$ cat src/rtl/gops_pkg.sv
// ----------------------------------------------------------------------------
// gops_pkg
// Shared types and constants of the glyph outline to path segment core.
// ----------------------------------------------------------------------------
package gops_pkg;

   // Segment buffer geometry
   localparam int MAX_SEG_POINTS = 4;
   localparam int SEG_IDX_W      = $clog2(MAX_SEG_POINTS);
   localparam int SEG_CNT_W      = $clog2(MAX_SEG_POINTS + 1);

   // Fewest points a curve segment holds once padded at contour end
   localparam int NEED_QUAD  = 2;
   localparam int NEED_CUBIC = 3;

   // Command queue between front and back
   localparam int QUEUE_DEPTH = 2;
   localparam int QUEUE_PTR_W = (QUEUE_DEPTH > 1) ? $clog2(QUEUE_DEPTH) : 1;
   localparam int QUEUE_CNT_W = $clog2(QUEUE_DEPTH + 1);

   localparam int COORD_W = 32;

   typedef enum logic [2:0] {
      KIND_CLOSE = 3'd0,
      KIND_MOVE  = 3'd1,
      KIND_LINE  = 3'd2,
      KIND_QUAD  = 3'd3,
      KIND_CUBIC = 3'd4
   } kind_type;

   // Class of one outline point as seen by the front
   typedef enum logic [1:0] {
      OP_MOVE = 2'd0,
      OP_ON   = 2'd1,
      OP_OFF  = 2'd2
   } op_type;

   typedef struct packed {
      op_type                    op;
      logic                      cubic;
      logic                      cend;
      logic signed [COORD_W-1:0] x;
      logic signed [COORD_W-1:0] y;
   } cmd_type;

   typedef struct packed {
      logic signed [COORD_W-1:0] x;
      logic signed [COORD_W-1:0] y;
   } point_type;

endpackage

$ cat src/rtl/gops_front.sv
// ----------------------------------------------------------------------------
// gops_front
// Accepts outline points, tracks contour start and classifies each point.
// ----------------------------------------------------------------------------
module gops_front (
   input  logic                             clock,
   input  logic                             reset,
   input  logic                             req_valid,
   output logic                             req_ready,
   input  logic signed [gops_pkg::COORD_W-1:0] req_x,
   input  logic signed [gops_pkg::COORD_W-1:0] req_y,
   input  logic                             req_on_curve,
   input  logic                             req_cubic_control,
   input  logic                             req_contour_end,
   output logic                             cmd_valid,
   input  logic                             cmd_ready,
   output gops_pkg::cmd_type                cmd
);
   import gops_pkg::*;

   logic started_ff;
   logic started_in;
   logic accept;

   assign req_ready = cmd_ready;
   assign cmd_valid = req_valid;
   assign accept    = req_valid && cmd_ready;

   // First point of a contour is a move-to whatever its tags say
   always_comb begin
      cmd.x     = req_x;
      cmd.y     = req_y;
      cmd.cubic = req_cubic_control;
      cmd.cend  = req_contour_end;
      if (!started_ff) begin
         cmd.op = OP_MOVE;
      end else if (req_on_curve) begin
         cmd.op = OP_ON;
      end else begin
         cmd.op = OP_OFF;
      end
   end

   always_comb begin
      started_in = started_ff;
      if (accept) begin
         started_in = !req_contour_end;
      end
   end

   always_ff @(posedge clock) begin
      if (reset) begin
         started_ff <= 1'b0;
      end else begin
         started_ff <= started_in;
      end
   end

endmodule

$ cat src/rtl/gops_queue.sv
// ----------------------------------------------------------------------------
// gops_queue
// Short command queue that decouples the front from the back.
// ----------------------------------------------------------------------------
module gops_queue (
   input  logic              clock,
   input  logic              reset,
   input  logic              push_valid,
   output logic              push_ready,
   input  gops_pkg::cmd_type push_cmd,
   output logic              pop_valid,
   input  logic              pop_ready,
   output gops_pkg::cmd_type pop_cmd
);
   import gops_pkg::*;

   cmd_type                entry_ff [QUEUE_DEPTH];
   logic [QUEUE_PTR_W-1:0] wr_ptr_ff, wr_ptr_in;
   logic [QUEUE_PTR_W-1:0] rd_ptr_ff, rd_ptr_in;
   logic [QUEUE_CNT_W-1:0] cnt_ff, cnt_in;
   logic                   push;
   logic                   pop;

   assign push_ready = cnt_ff != QUEUE_CNT_W'(QUEUE_DEPTH);
   assign pop_valid  = cnt_ff != '0;
   assign pop_cmd    = entry_ff[rd_ptr_ff];
   assign push       = push_valid && push_ready;
   assign pop        = pop_valid && pop_ready;

   always_comb begin
      wr_ptr_in = wr_ptr_ff;
      rd_ptr_in = rd_ptr_ff;
      cnt_in    = cnt_ff;
      if (push) begin
         wr_ptr_in = (wr_ptr_ff == QUEUE_PTR_W'(QUEUE_DEPTH - 1)) ? '0
                                                                  : wr_ptr_ff + 1'b1;
      end
      if (pop) begin
         rd_ptr_in = (rd_ptr_ff == QUEUE_PTR_W'(QUEUE_DEPTH - 1)) ? '0
                                                                  : rd_ptr_ff + 1'b1;
      end
      if (push && !pop) begin
         cnt_in = cnt_ff + 1'b1;
      end else if (pop && !push) begin
         cnt_in = cnt_ff - 1'b1;
      end
   end

   always_ff @(posedge clock) begin
      if (push) begin
         entry_ff[wr_ptr_ff] <= push_cmd;
      end
   end

   always_ff @(posedge clock) begin
      if (reset) begin
         wr_ptr_ff <= '0;
         rd_ptr_ff <= '0;
         cnt_ff    <= '0;
      end else begin
         wr_ptr_ff <= wr_ptr_in;
         rd_ptr_ff <= rd_ptr_in;
         cnt_ff    <= cnt_in;
      end
   end

endmodule

$ cat src/rtl/gops_back.sv
// ----------------------------------------------------------------------------
// gops_back
// Segment buffer and result sequencer: executes one command at a time and
// drives the registered result channel.
// ----------------------------------------------------------------------------
module gops_back (
   input  logic                             clock,
   input  logic                             reset,
   input  logic                             q_valid,
   output logic                             q_pop,
   input  gops_pkg::cmd_type                q_cmd,
   output logic                             rsp_valid,
   input  logic                             rsp_ready,
   output logic [2:0]                       rsp_seg_kind,
   output logic signed [gops_pkg::COORD_W-1:0] rsp_pt_x,
   output logic signed [gops_pkg::COORD_W-1:0] rsp_pt_y,
   output logic                             rsp_has_point,
   output logic                             rsp_segment_end,
   output logic                             rsp_run_end,
   output logic                             rsp_overflow
);
   import gops_pkg::*;

   typedef enum logic [3:0] {
      ST_IDLE  = 4'b0001,
      ST_BUF   = 4'b0010,
      ST_PT    = 4'b0100,
      ST_CLOSE = 4'b1000
   } state_type;

   state_type            state_ff, state_in;
   cmd_type              cmd_ff, cmd_in;
   kind_type             kind_ff, kind_in;
   kind_type             pend_ff, pend_in;
   logic [SEG_CNT_W-1:0] seg_cnt_ff, seg_cnt_in;
   logic                 seg_ovf_ff, seg_ovf_in;
   point_type            first_ff, first_in;
   logic [SEG_CNT_W-1:0] idx_ff, idx_in;
   logic [SEG_CNT_W-1:0] total_ff, total_in;
   point_type            buf_ff [MAX_SEG_POINTS];

   logic                 rsp_valid_ff, rsp_valid_in;
   kind_type             rsp_kind_ff;
   point_type            rsp_pt_ff;
   logic                 rsp_has_ff, rsp_send_ff, rsp_run_ff, rsp_ovf_ff;

   logic                 out_free;
   logic                 off_store;
   logic [SEG_CNT_W-1:0] cnt_after;
   logic [SEG_CNT_W-1:0] need;
   kind_type             pend_new;
   point_type            buf_pt;
   logic                 buf_last;
   logic                 load;
   kind_type             o_kind;
   point_type            o_pt;
   logic                 o_has, o_send, o_run, o_ovf;

   assign out_free  = !rsp_valid_ff || rsp_ready;
   assign q_pop     = (state_ff == ST_IDLE) && q_valid;
   // Keep one slot free for the end point
   assign off_store = seg_cnt_ff < SEG_CNT_W'(MAX_SEG_POINTS - 1);
   assign cnt_after = off_store ? seg_cnt_ff + 1'b1 : seg_cnt_ff;
   assign need      = q_cmd.cubic ? SEG_CNT_W'(NEED_CUBIC) : SEG_CNT_W'(NEED_QUAD);
   assign pend_new  = q_cmd.cubic ? KIND_CUBIC : KIND_QUAD;
   // Slots past the stored count pad with the contour's first point
   assign buf_pt    = (idx_ff < seg_cnt_ff) ? buf_ff[idx_ff[SEG_IDX_W-1:0]] : first_ff;
   assign buf_last  = idx_ff == total_ff - 1'b1;

   always_comb begin
      state_in   = state_ff;
      cmd_in     = cmd_ff;
      kind_in    = kind_ff;
      pend_in    = pend_ff;
      seg_cnt_in = seg_cnt_ff;
      seg_ovf_in = seg_ovf_ff;
      first_in   = first_ff;
      idx_in     = idx_ff;
      total_in   = total_ff;
      load       = 1'b0;
      o_kind     = KIND_CLOSE;
      o_pt       = '0;
      o_has      = 1'b0;
      o_send     = 1'b0;
      o_run      = 1'b0;
      o_ovf      = 1'b0;
      case (state_ff)
         ST_IDLE: begin
            if (q_valid) begin
               cmd_in = q_cmd;
               idx_in = '0;
               case (q_cmd.op)
                  OP_MOVE: begin
                     first_in.x = q_cmd.x;
                     first_in.y = q_cmd.y;
                     kind_in    = KIND_MOVE;
                     pend_in    = KIND_CLOSE;
                     seg_cnt_in = '0;
                     seg_ovf_in = 1'b0;
                     state_in   = ST_PT;
                  end
                  OP_ON: begin
                     kind_in  = (pend_ff == KIND_CLOSE) ? KIND_LINE : pend_ff;
                     total_in = seg_cnt_ff;
                     state_in = (seg_cnt_ff != '0) ? ST_BUF : ST_PT;
                  end
                  OP_OFF: begin
                     pend_in = pend_new;
                     if (off_store) begin
                        seg_cnt_in = cnt_after;
                     end else begin
                        seg_ovf_in = 1'b1;
                     end
                     if (q_cmd.cend) begin
                        kind_in  = pend_new;
                        total_in = (cnt_after < need) ? need : cnt_after;
                        state_in = ST_BUF;
                     end
                  end
                  default: begin
                     state_in = ST_IDLE;
                  end
               endcase
            end
         end
         ST_BUF: begin
            if (out_free) begin
               load   = 1'b1;
               o_kind = kind_ff;
               o_pt   = buf_pt;
               o_has  = 1'b1;
               o_send = buf_last && (cmd_ff.op != OP_ON);
               o_ovf  = seg_ovf_ff;
               idx_in = idx_ff + 1'b1;
               if (buf_last) begin
                  state_in = (cmd_ff.op == OP_ON) ? ST_PT : ST_CLOSE;
               end
            end
         end
         ST_PT: begin
            if (out_free) begin
               load       = 1'b1;
               o_kind     = kind_ff;
               o_pt.x     = cmd_ff.x;
               o_pt.y     = cmd_ff.y;
               o_has      = 1'b1;
               o_send     = 1'b1;
               o_run      = !cmd_ff.cend;
               o_ovf      = seg_ovf_ff;
               pend_in    = KIND_CLOSE;
               seg_cnt_in = '0;
               seg_ovf_in = 1'b0;
               state_in   = cmd_ff.cend ? ST_CLOSE : ST_IDLE;
            end
         end
         ST_CLOSE: begin
            if (out_free) begin
               load       = 1'b1;
               o_kind     = KIND_CLOSE;
               o_send     = 1'b1;
               o_run      = 1'b1;
               pend_in    = KIND_CLOSE;
               seg_cnt_in = '0;
               seg_ovf_in = 1'b0;
               state_in   = ST_IDLE;
            end
         end
         default: begin
            state_in = ST_IDLE;
         end
      endcase
   end

   always_comb begin
      rsp_valid_in = rsp_valid_ff;
      if (load) begin
         rsp_valid_in = 1'b1;
      end else if (rsp_ready) begin
         rsp_valid_in = 1'b0;
      end
   end

   // Segment buffer: store an off-curve point while room remains
   always_ff @(posedge clock) begin
      if (q_pop && (q_cmd.op == OP_OFF) && off_store) begin
         buf_ff[seg_cnt_ff[SEG_IDX_W-1:0]] <= point_type'({q_cmd.x, q_cmd.y});
      end
   end

   always_ff @(posedge clock) begin
      cmd_ff   <= cmd_in;
      kind_ff  <= kind_in;
      first_ff <= first_in;
      idx_ff   <= idx_in;
      total_ff <= total_in;
      if (load) begin
         rsp_kind_ff <= o_kind;
         rsp_pt_ff   <= o_pt;
         rsp_has_ff  <= o_has;
         rsp_send_ff <= o_send;
         rsp_run_ff  <= o_run;
         rsp_ovf_ff  <= o_ovf;
      end
   end

   always_ff @(posedge clock) begin
      if (reset) begin
         state_ff     <= ST_IDLE;
         pend_ff      <= KIND_CLOSE;
         seg_cnt_ff   <= '0;
         seg_ovf_ff   <= 1'b0;
         rsp_valid_ff <= 1'b0;
      end else begin
         state_ff     <= state_in;
         pend_ff      <= pend_in;
         seg_cnt_ff   <= seg_cnt_in;
         seg_ovf_ff   <= seg_ovf_in;
         rsp_valid_ff <= rsp_valid_in;
      end
   end

   assign rsp_valid       = rsp_valid_ff;
   assign rsp_seg_kind    = rsp_kind_ff;
   assign rsp_pt_x        = rsp_pt_ff.x;
   assign rsp_pt_y        = rsp_pt_ff.y;
   assign rsp_has_point   = rsp_has_ff;
   assign rsp_segment_end = rsp_send_ff;
   assign rsp_run_end     = rsp_run_ff;
   assign rsp_overflow    = rsp_ovf_ff;

`ifndef ASSERT_OFF
   a_cnt_room: assert property (@(posedge clock) disable iff (reset)
      seg_cnt_ff <= SEG_CNT_W'(MAX_SEG_POINTS - 1))
      else $error("segment buffer holds no free slot for the end point");

   a_idle_seg_empty: assert property (@(posedge clock) disable iff (reset)
      (pend_ff == KIND_CLOSE) |-> (seg_cnt_ff == '0) && !seg_ovf_ff)
      else $error("buffered points without a pending curve kind");

   a_buf_index: assert property (@(posedge clock) disable iff (reset)
      (state_ff == ST_BUF) |-> (idx_ff < total_ff))
      else $error("flush index ran past the segment length");
`endif

endmodule

$ cat src/rtl/glyph_outline_to_path_segments_core.sv
// ----------------------------------------------------------------------------
// glyph_outline_to_path_segments_core
// Turns a stream of glyph outline points into move/line/quad/cubic/close
// path segment items.
// ----------------------------------------------------------------------------
// Each accepted point becomes a command in a two-entry queue; the back end
// pops one command at a time and then sends its result items one by one.
// An off-curve point in mid-contour therefore yields no result, a move-to
// yields one, and a segment flush sends its buffered and padded points
// (a close marker adds one more item).
// That single result sequencer in the back end sets the sustained rate; the
// queue lets the input side keep taking points while a burst drains. Results
// leave through an output register, so a stalled consumer holds the last
// item and the back end waits without losing state. The segment buffer holds
// MAX_SEG_POINTS points; control points beyond the last free slot but one are
// dropped and every result of that segment carries the overflow flag.
// ----------------------------------------------------------------------------
module glyph_outline_to_path_segments_core (
   input  logic                             clock,
   input  logic                             reset,
   input  logic                             req_valid,
   output logic                             req_ready,
   input  logic signed [gops_pkg::COORD_W-1:0] req_x,
   input  logic signed [gops_pkg::COORD_W-1:0] req_y,
   input  logic                             req_on_curve,
   input  logic                             req_cubic_control,
   input  logic                             req_contour_end,
   output logic                             rsp_valid,
   input  logic                             rsp_ready,
   output logic [2:0]                       rsp_seg_kind,
   output logic signed [gops_pkg::COORD_W-1:0] rsp_pt_x,
   output logic signed [gops_pkg::COORD_W-1:0] rsp_pt_y,
   output logic                             rsp_has_point,
   output logic                             rsp_segment_end,
   output logic                             rsp_run_end,
   output logic                             rsp_overflow
);
   import gops_pkg::*;

   // Front to queue
   logic    cmd_valid;
   logic    cmd_ready;
   cmd_type cmd;

   // Queue to back
   logic    q_valid;
   logic    q_pop;
   cmd_type q_cmd;

   // Classify points: move-to at contour start, else on- or off-curve
   gops_front u_front (
      .clock             (clock),
      .reset             (reset),
      .req_valid         (req_valid),
      .req_ready         (req_ready),
      .req_x             (req_x),
      .req_y             (req_y),
      .req_on_curve      (req_on_curve),
      .req_cubic_control (req_cubic_control),
      .req_contour_end   (req_contour_end),
      .cmd_valid         (cmd_valid),
      .cmd_ready         (cmd_ready),
      .cmd               (cmd)
   );

   // Hold commands while the back end drains a burst
   gops_queue u_queue (
      .clock      (clock),
      .reset      (reset),
      .push_valid (cmd_valid),
      .push_ready (cmd_ready),
      .push_cmd   (cmd),
      .pop_valid  (q_valid),
      .pop_ready  (q_pop),
      .pop_cmd    (q_cmd)
   );

   // Buffer segment points and sequence result items
   gops_back u_back (
      .clock           (clock),
      .reset           (reset),
      .q_valid         (q_valid),
      .q_pop           (q_pop),
      .q_cmd           (q_cmd),
      .rsp_valid       (rsp_valid),
      .rsp_ready       (rsp_ready),
      .rsp_seg_kind    (rsp_seg_kind),
      .rsp_pt_x        (rsp_pt_x),
      .rsp_pt_y        (rsp_pt_y),
      .rsp_has_point   (rsp_has_point),
      .rsp_segment_end (rsp_segment_end),
      .rsp_run_end     (rsp_run_end),
      .rsp_overflow    (rsp_overflow)
   );

endmodule
$ cat config.mk
export PLATFORM = sky130hd
export DESIGN_NAME = glyph_outline_to_path_segments_core
export DESIGN_NICKNAME = d
export VERILOG_FILES = /design/src/rtl/gops_pkg.sv /design/src/rtl/gops_front.sv /design/src/rtl/gops_queue.sv /design/src/rtl/gops_back.sv /design/src/rtl/glyph_outline_to_path_segments_core.sv
export SDC_FILE = /design/constraint.sdc
export NUM_CORES = 1
export LEC_CHECK = 0
export CAP_MARGIN = 20
export CORE_UTILIZATION = 55
export CTS_BUF_LIST = sky130_fd_sc_hd__clkbuf_4 sky130_fd_sc_hd__clkbuf_8
export CTS_CLUSTER_DIAMETER = 80
export DETAILED_ROUTE_END_ITERATION = 12
export DONT_BUFFER_PORTS = 1
export PLACE_DENSITY = 0.73
export SLEW_MARGIN = 20
export SYNTH_ARGS = -nofsm -noshare
export SYNTH_HDL_FRONTEND = slang
export SYNTH_SLANG_ARGS = --single-unit
$ cat constraint.sdc
create_clock -name clock -period 5.28 [get_ports clock]
set_input_delay 1.056 -clock clock [delete_from_list [all_inputs] [get_ports clock]]
set_output_delay 1.056 -clock clock [all_outputs]
set_load 0.03 [all_outputs]
==> impl_metrics.yaml, run 1 <==
setup_path:
  endpoint_kind: "flip-flop"
  r2r_setup_slack_ps: 1880
  cp-start-kind: "flip-flop"
  critical_path_required_ps: 5540
  worstRegToRegCells: 5
  cp_max_fo: 64
  worstSetupPathType: "reg2reg"
  timing.rr.end: "u_back.buf_ff[2][17]"
  arrival_ps: 3660
place:
  place_hpwl_um: 23700
  numPortBuffers: 0
  dpl.cell_count: 1676
  gp_congestion: 0.827
synth:
  ys_seq_area_share_pct: 79.3
  synthCells: 1179
  netlist_area_mm2: 0.0233
  yosysWarnings: 0
  ys_ff_latch: 622
  syn-num-nets: 1263
  yosys.cell_types.count: 49
  avgSynthCellArea_um2: 19.8
route:
  vias: 10812
  routedWlPerCell_um: 24.1
  drt_iter0_drc: 896
  drc: 0
  antenna_left: 0
  routed_wirelength_um: 44300
  vias_per_cell: 5.87
  drt_first_pass_iters: 5
clock_network:
  clkLatencyLatePin_ps: 670
  cts_made_buffers: 94
  clk_pin_slew_ps: 60
  post-cts-setup-buffers: 0
  cts.path.max_buffers: 3
  hold_buffers: 0
  clock_sinks: 622
  htree_levels: 3
  cts_tree: "done"
  cts_root_buffer: "clkbuf_8"
  post_cts_resized: 0
global_route:
  grt_start_max_net_pins: 71
  grtUsageTotal_pct: 21.1
  antenna_found_initial: 0
  grt_pass1_wl_um: 68000
  overflow: 0
  grt_pass1_vias: 11426
layout:
  layout-drive-gt1-share_pct: 23.5
  area_growth_pct: 10.5
  antenna_cells: 0
  layout_commonest_cell: "edfxtp_1"
  nNetsFinal: 1318
  instances_no_fill: 1842
  fillCellCount: 2871
  final_cell_mix: "edfxtp_1 (603), clkbuf_8 (104), nand2_1 (83), mux2i_1 (71), o21ai_0 (69)"
hold_path:
  hold_end: "u_back.seg_cnt_ff[0]"
  whs_path_depth: 1
  hold_path_startpoint: "reset"
  hold_path_class: "in2reg"
floorplan:
  std_cell_rows: 75
  initial_core_util_pct: 55.7
  ios: 144
  die_w_um: 208
  core_mm2: 0.0419
  dieArea_mm2: 0.0432
  die_y_um: 208
run:
  drv_cap: 0
sta:
  setup-tns-final_ps: 0
  timing.final.crit_period_ps: 3400
  fmax_mhz: 294
  rsz0062_at_grt: "false"
  relSlewSlack_pct: 26.5
  skew_ps: 34.0
  period_share_pct: 64.4
  final-max-slew-violation-count: 0
  worstMarginPinSlew_ps: 1100
  finalHoldViolations: 0
  final-setup-viol-count: 0
power:
  power_density_mw_per_mm2: 525
  leakagePower_nw: 8.26
  vdd_ir_drop_max_uv: 356
run_status:
  run_status: "completed"
[layer usage]
layer | GRT usage [%] | vias up | wire length, µm
met5 | 0 | - | 0
met4 | 7.28 | 0 | 897
met3 | 4.78 | 79 | 2900
met2 | 34.2 | 356 | 21800
met1 | 28.6 | 5579 | 18700
li1 | - | 4798 | -
[registers in the layout, indices dropped and copies added, names as in the netlist, 3 cells and up, named ones only]
name and count:
u_back.kind_ff 3, u_back.first_ff 64, u_back.rsp_pt_x 32, u_back.cmd_ff 67
u_queue.entry_ff 136, u_back.rsp_pt_y 32, u_back.rsp_seg_kind 3, u_back.buf_ff 256
u_back.state_ff 4, u_back.idx_ff 3, u_back.seg_cnt_ff 3, u_back.total_ff 3
[power breakdown]
part	switching (mW)	leakage, nW	total, mW	internal, mW
Sequential	0.518	5.69	7.10	6.59
Clock	1.74	0.964	3.77	2.03
Combinational	1.59	1.61	2.66	1.07
[per-stage QoR]
| stage | utilization [%] | power, mW | setup WS [ps] | hold slack [ps] | area, µm² |
|---|---|---|---|---|---|
| 2_1_floorplan | - | 9.05 | 385 | 442 | 23300 |
| 3_3_place_gp | 57.1 | 9.79 | 1700 | 445 | 23900 |
| 3_5_place_dp | 57.1 | 9.89 | 1650 | 466 | 23900 |
| 4_1_cts | 61.5 | 13.7 | 1630 | 393 | 25700 |
| 5_1_grt | 61.6 | 14.1 | 1620 | 420 | 25800 |
| 6_report | 61.6 | 13.5 | 1880 | 459 | 25800 |
[worst max-delay path, cell delays in order (launching register included)]
cell	delay, ps
dfxtp_4	610
mux2i_1	360
ha_1	480
nand2_1	170
nor3_1	410
and2_4	940
[cells in the mapped netlist (all sizes together)]
master	instances	area share [%]
a211oi	3	0.12
a21boi	3	0.097
a21o	1	0.032
a21oi	15	0.32
a22oi	1	0.032
a31oi	4	0.11
a32o	1	0.043
and2	13	0.35
and3	5	0.13
buf	20	0.47
clkbuf	31	0.50
clkinv	1	0.016
dfxtp	19	1.6
edfxtp	603	78
ha	13	0.70
inv	12	0.20
mux2	64	3.1
mux2i	71	3.0
mux4	64	6.2
nand2	84	1.4
nand2b	6	0.16
nand3	7	0.15
nor2	20	0.39
nor2b	6	0.16
nor3	4	0.086
nor3b	1	0.032
nor4	1	0.054
nor4b	2	0.13
o2111ai	1	0.038
o211ai	2	0.064
o21ai	79	1.7
o221ai	1	0.038
o2bb2ai	1	0.038
o31ai	1	0.032
o32ai	2	0.16
or3	5	0.13
or4	2	0.081
xnor2	4	0.15
xor2	5	0.19
xor3	1	0.10
[worst max-delay path by stage]
stage / start / end / slack [ps] / cells after the start
finish: flip-flop / u_back.buf_ff[2][17] / 1880 / 5
global route: flip-flop / u_back.buf_ff[3][20] / 1620 / 5
CTS: u_back.state_ff[3] / u_back.first_ff[21] / 1630 / 4
detailed placement: u_back.state_ff[0] / u_back.first_ff[21] / 1650 / 5
global placement: u_back.state_ff[0] / u_back.first_ff[18] / 1700 / 5
floorplan: req_valid / u_queue.entry_ff[0][0] / 390 / 3
[cell type report]
cell class,count,area (µm²),area share [%]
Clock inverter,36,198,0.767
Multi-Input combinational cell,493,4610,17.9
Inverter,13,51.3,0.199
Tap cell,539,674,2.62
Sequential cell,622,18500,71.8
Timing Repair Buffer,10,115,0.447
Clock buffer,129,1620,6.28
[kinds of logic (layout without fill, tap and decap cells)]
logic type,after synthesis,in the layout,synth area share (%)
fa+ha+maj,13,13,0.698
flops,622,622,79.3
simple gates,156,156,3.22
compound gates,115,115,2.81
buf+inv,64,188,1.19
mux,199,199,12.3
xor+xnor,10,10,0.440
No activity file was read; power rests on OpenSTA's default activity.
==> run 2, diff against run 1 <==
Settings changed: PLACE_DENSITY 0.73 to 0.7.
Clock period 5.28 ns to 3.4 ns, I/O delays scaled along.
==> run 2 against run 1 <==
  * Wire length is 3.4% lower
  * Design area is 0.46% higher
  * Largest power group unchanged
  * Hold slack worse by 360 ps
  * Critical path type unchanged
  * Highest routed layer unchanged
  * Sequential share of layout area is 0.33 points lower
==> impl_metrics.yaml, run 2 (same netlist as run 1, synthesis figures left out) <==
power:
  p_comb_share_pct: 20.1
  power.total_mw: 20.8
  vdd_ir_drop_max_uv: 677
  p_switching_mw: 5.91
  power_density_mw_per_mm2: 804
  leakagePower_nw: 8.32
  seq_power_share_pct: 52.8
  internal_power_mw: 14.9
  swShare_pct: 28.4
  power.share.clock_pct: 27.1
layout:
  fin_util_pct: 61.8
  layout_commonest_cell: "edfxtp_1"
  nNetsFinal: 1330
  final_cell_mix: "edfxtp_1 (603), clkbuf_8 (98), nand2_1 (83), mux2i_1 (71), o21ai_0 (69)"
  antenna_cells: 0
  layout-drive-gt1-share_pct: 23.7
  largest_reg_flops: 256
  final_cell_area_mm2: 0.0259
  area_growth_pct: 11.0
  instances_no_fill: 1860
sta:
  setup_slack_ps: 611
  period_share_pct: 82.0
  relSlewSlack_pct: 39.2
  skew_ps: 16.2
  final-setup-viol-count: 0
  worstMarginPinSlew_ps: 911
  fmax_mhz: 359
  finalHoldViolations: 0
  final-max-slew-violation-count: 0
  rsz0062_at_grt: "false"
  setup-tns-final_ps: 0
  timing.final.crit_period_ps: 2790
  timing.hold.ws_ps: 104
clock_network:
  cts_made_buffers: 94
  clk_pin_slew_ps: 60
  cts_root_buffer: "clkbuf_8"
  clock_sinks: 622
  hold_buffers: 0
  clkLatencyLatePin_ps: 640
  post_cts_resized: 0
  cts.path.max_buffers: 3
  htree_levels: 3
  cts_tree: "done"
  post-cts-setup-buffers: 0
global_route:
  antenna_found_initial: 1
  grt_start_max_net_pins: 69
  grt_pass1_wl_um: 65700
  grtUsageTotal_pct: 20.5
  overflow: 0
  grt_pass1_vias: 11160
route:
  drt_iter0_drc: 891
  routedWlPerCell_um: 23.0
  vias: 10635
  drc: 0
  routed_wirelength_um: 42800
  antenna_left: 0
  drt_first_pass_iters: 5
  vias_per_cell: 5.72
floorplan:
  dieArea_mm2: 0.0432
  die_w_um: 208
  std_cell_rows: 75
  ios: 144
  die_y_um: 208
  core_mm2: 0.0419
  initial_core_util_pct: 55.7
place:
  postPlaceCellArea_mm2: 0.0241
  place_hpwl_um: 23900
  dp_slack_ps: 648
  gp_congestion: 0.874
  numPortBuffers: 0
  dpl.cell_count: 1689
setup_path:
  cp-start-kind: "flip-flop"
  worstSetupPathType: "reg2reg"
  critical_path_required_ps: 3680
  slowest_delay_ps: 520
  crit_slowest_cell: "dfxtp_1"
  cp_num_buf_inv: 3
  reg2reg_from: "u_back.state_ff[0]"
  critPathTopFamily: "simple AND/OR/NAND/NOR gates"
  endpoint_kind: "flip-flop"
  cp_max_fo: 64
  critPathLaunch: "u_back.state_ff[0]"
  arrival_ps: 3070
  worstPathCellList: "inv_2 -> or4_4 -> nor2_8 -> inv_4 -> nor3_1 -> and2_4 -> buf_12"
run:
  drv_cap: 0
run_status:
  run_status: "completed"
hold_path:
  hold_path_class: "in2reg"
  hold_path_startpoint: "reset"
[run 2: changes by cell type in the layout (fill, tap and decap cells not counted), moves of 3 or more]
cell	delta
buf_12	+10
buf_4	+5
clkinv_1	+11
clkinv_2	+3
clkbuf_8	-6
[run 2: layout make-up]
type                       instances  area (µm²)
inverter                          13        51.3
multi-input combinational        493        4600
clock inverter                    48         215
sequential                       622       18500
clock buffer                     123        1540
timing repair buffer              22         303
tap                              539         674
fill                            2917       16000
[run 2: worst reg2reg max path, delay by kind of cell (launching register included)]
kind | cells | cell delay [ps]
AND/OR/NAND/NOR | 4 | 1390
buffers and inverters | 3 | 520
flip-flops | 1 | 520
[run 2: path summary, 6_finish.rpt]
| path | to | slack (ps) | cells after the start |
|---|---|---|---|
| setup / recovery | u_back.buf_ff[2][16] | 610 | 7 |
| hold / removal | flip-flop | 100 | 1 |
| setup reg to reg | u_back.buf_ff[2][16] | 610 | 7 |
| hold reg to reg | u_back.pend_ff[2] | 470 | 2 |
[run 2: metal layers]
layer | vias to the layer above | share of wire (%) | GRT usage, %
met5 | - | 0 | 0
met4 | 0 | 1.5 | 6.74
met3 | 44 | 6.5 | 5.30
met2 | 316 | 50 | 33.2
met1 | 5449 | 42 | 27.3
li1 | 4826 | - | -
[run 2: power by group through the flow]
stage / logic (mW) / registers [mW] / clock network (mW)
3_3_place_gp: 4.15 / 11.1 / 0
3_5_place_dp: 4.24 / 11.1 / 0
4_1_cts: 4.25 / 11.0 / 5.79
5_1_grt: 4.56 / 11.1 / 6.13
2_1_floorplan: 3.23 / 10.8 / 0
6_report: 4.19 / 11.0 / 5.64
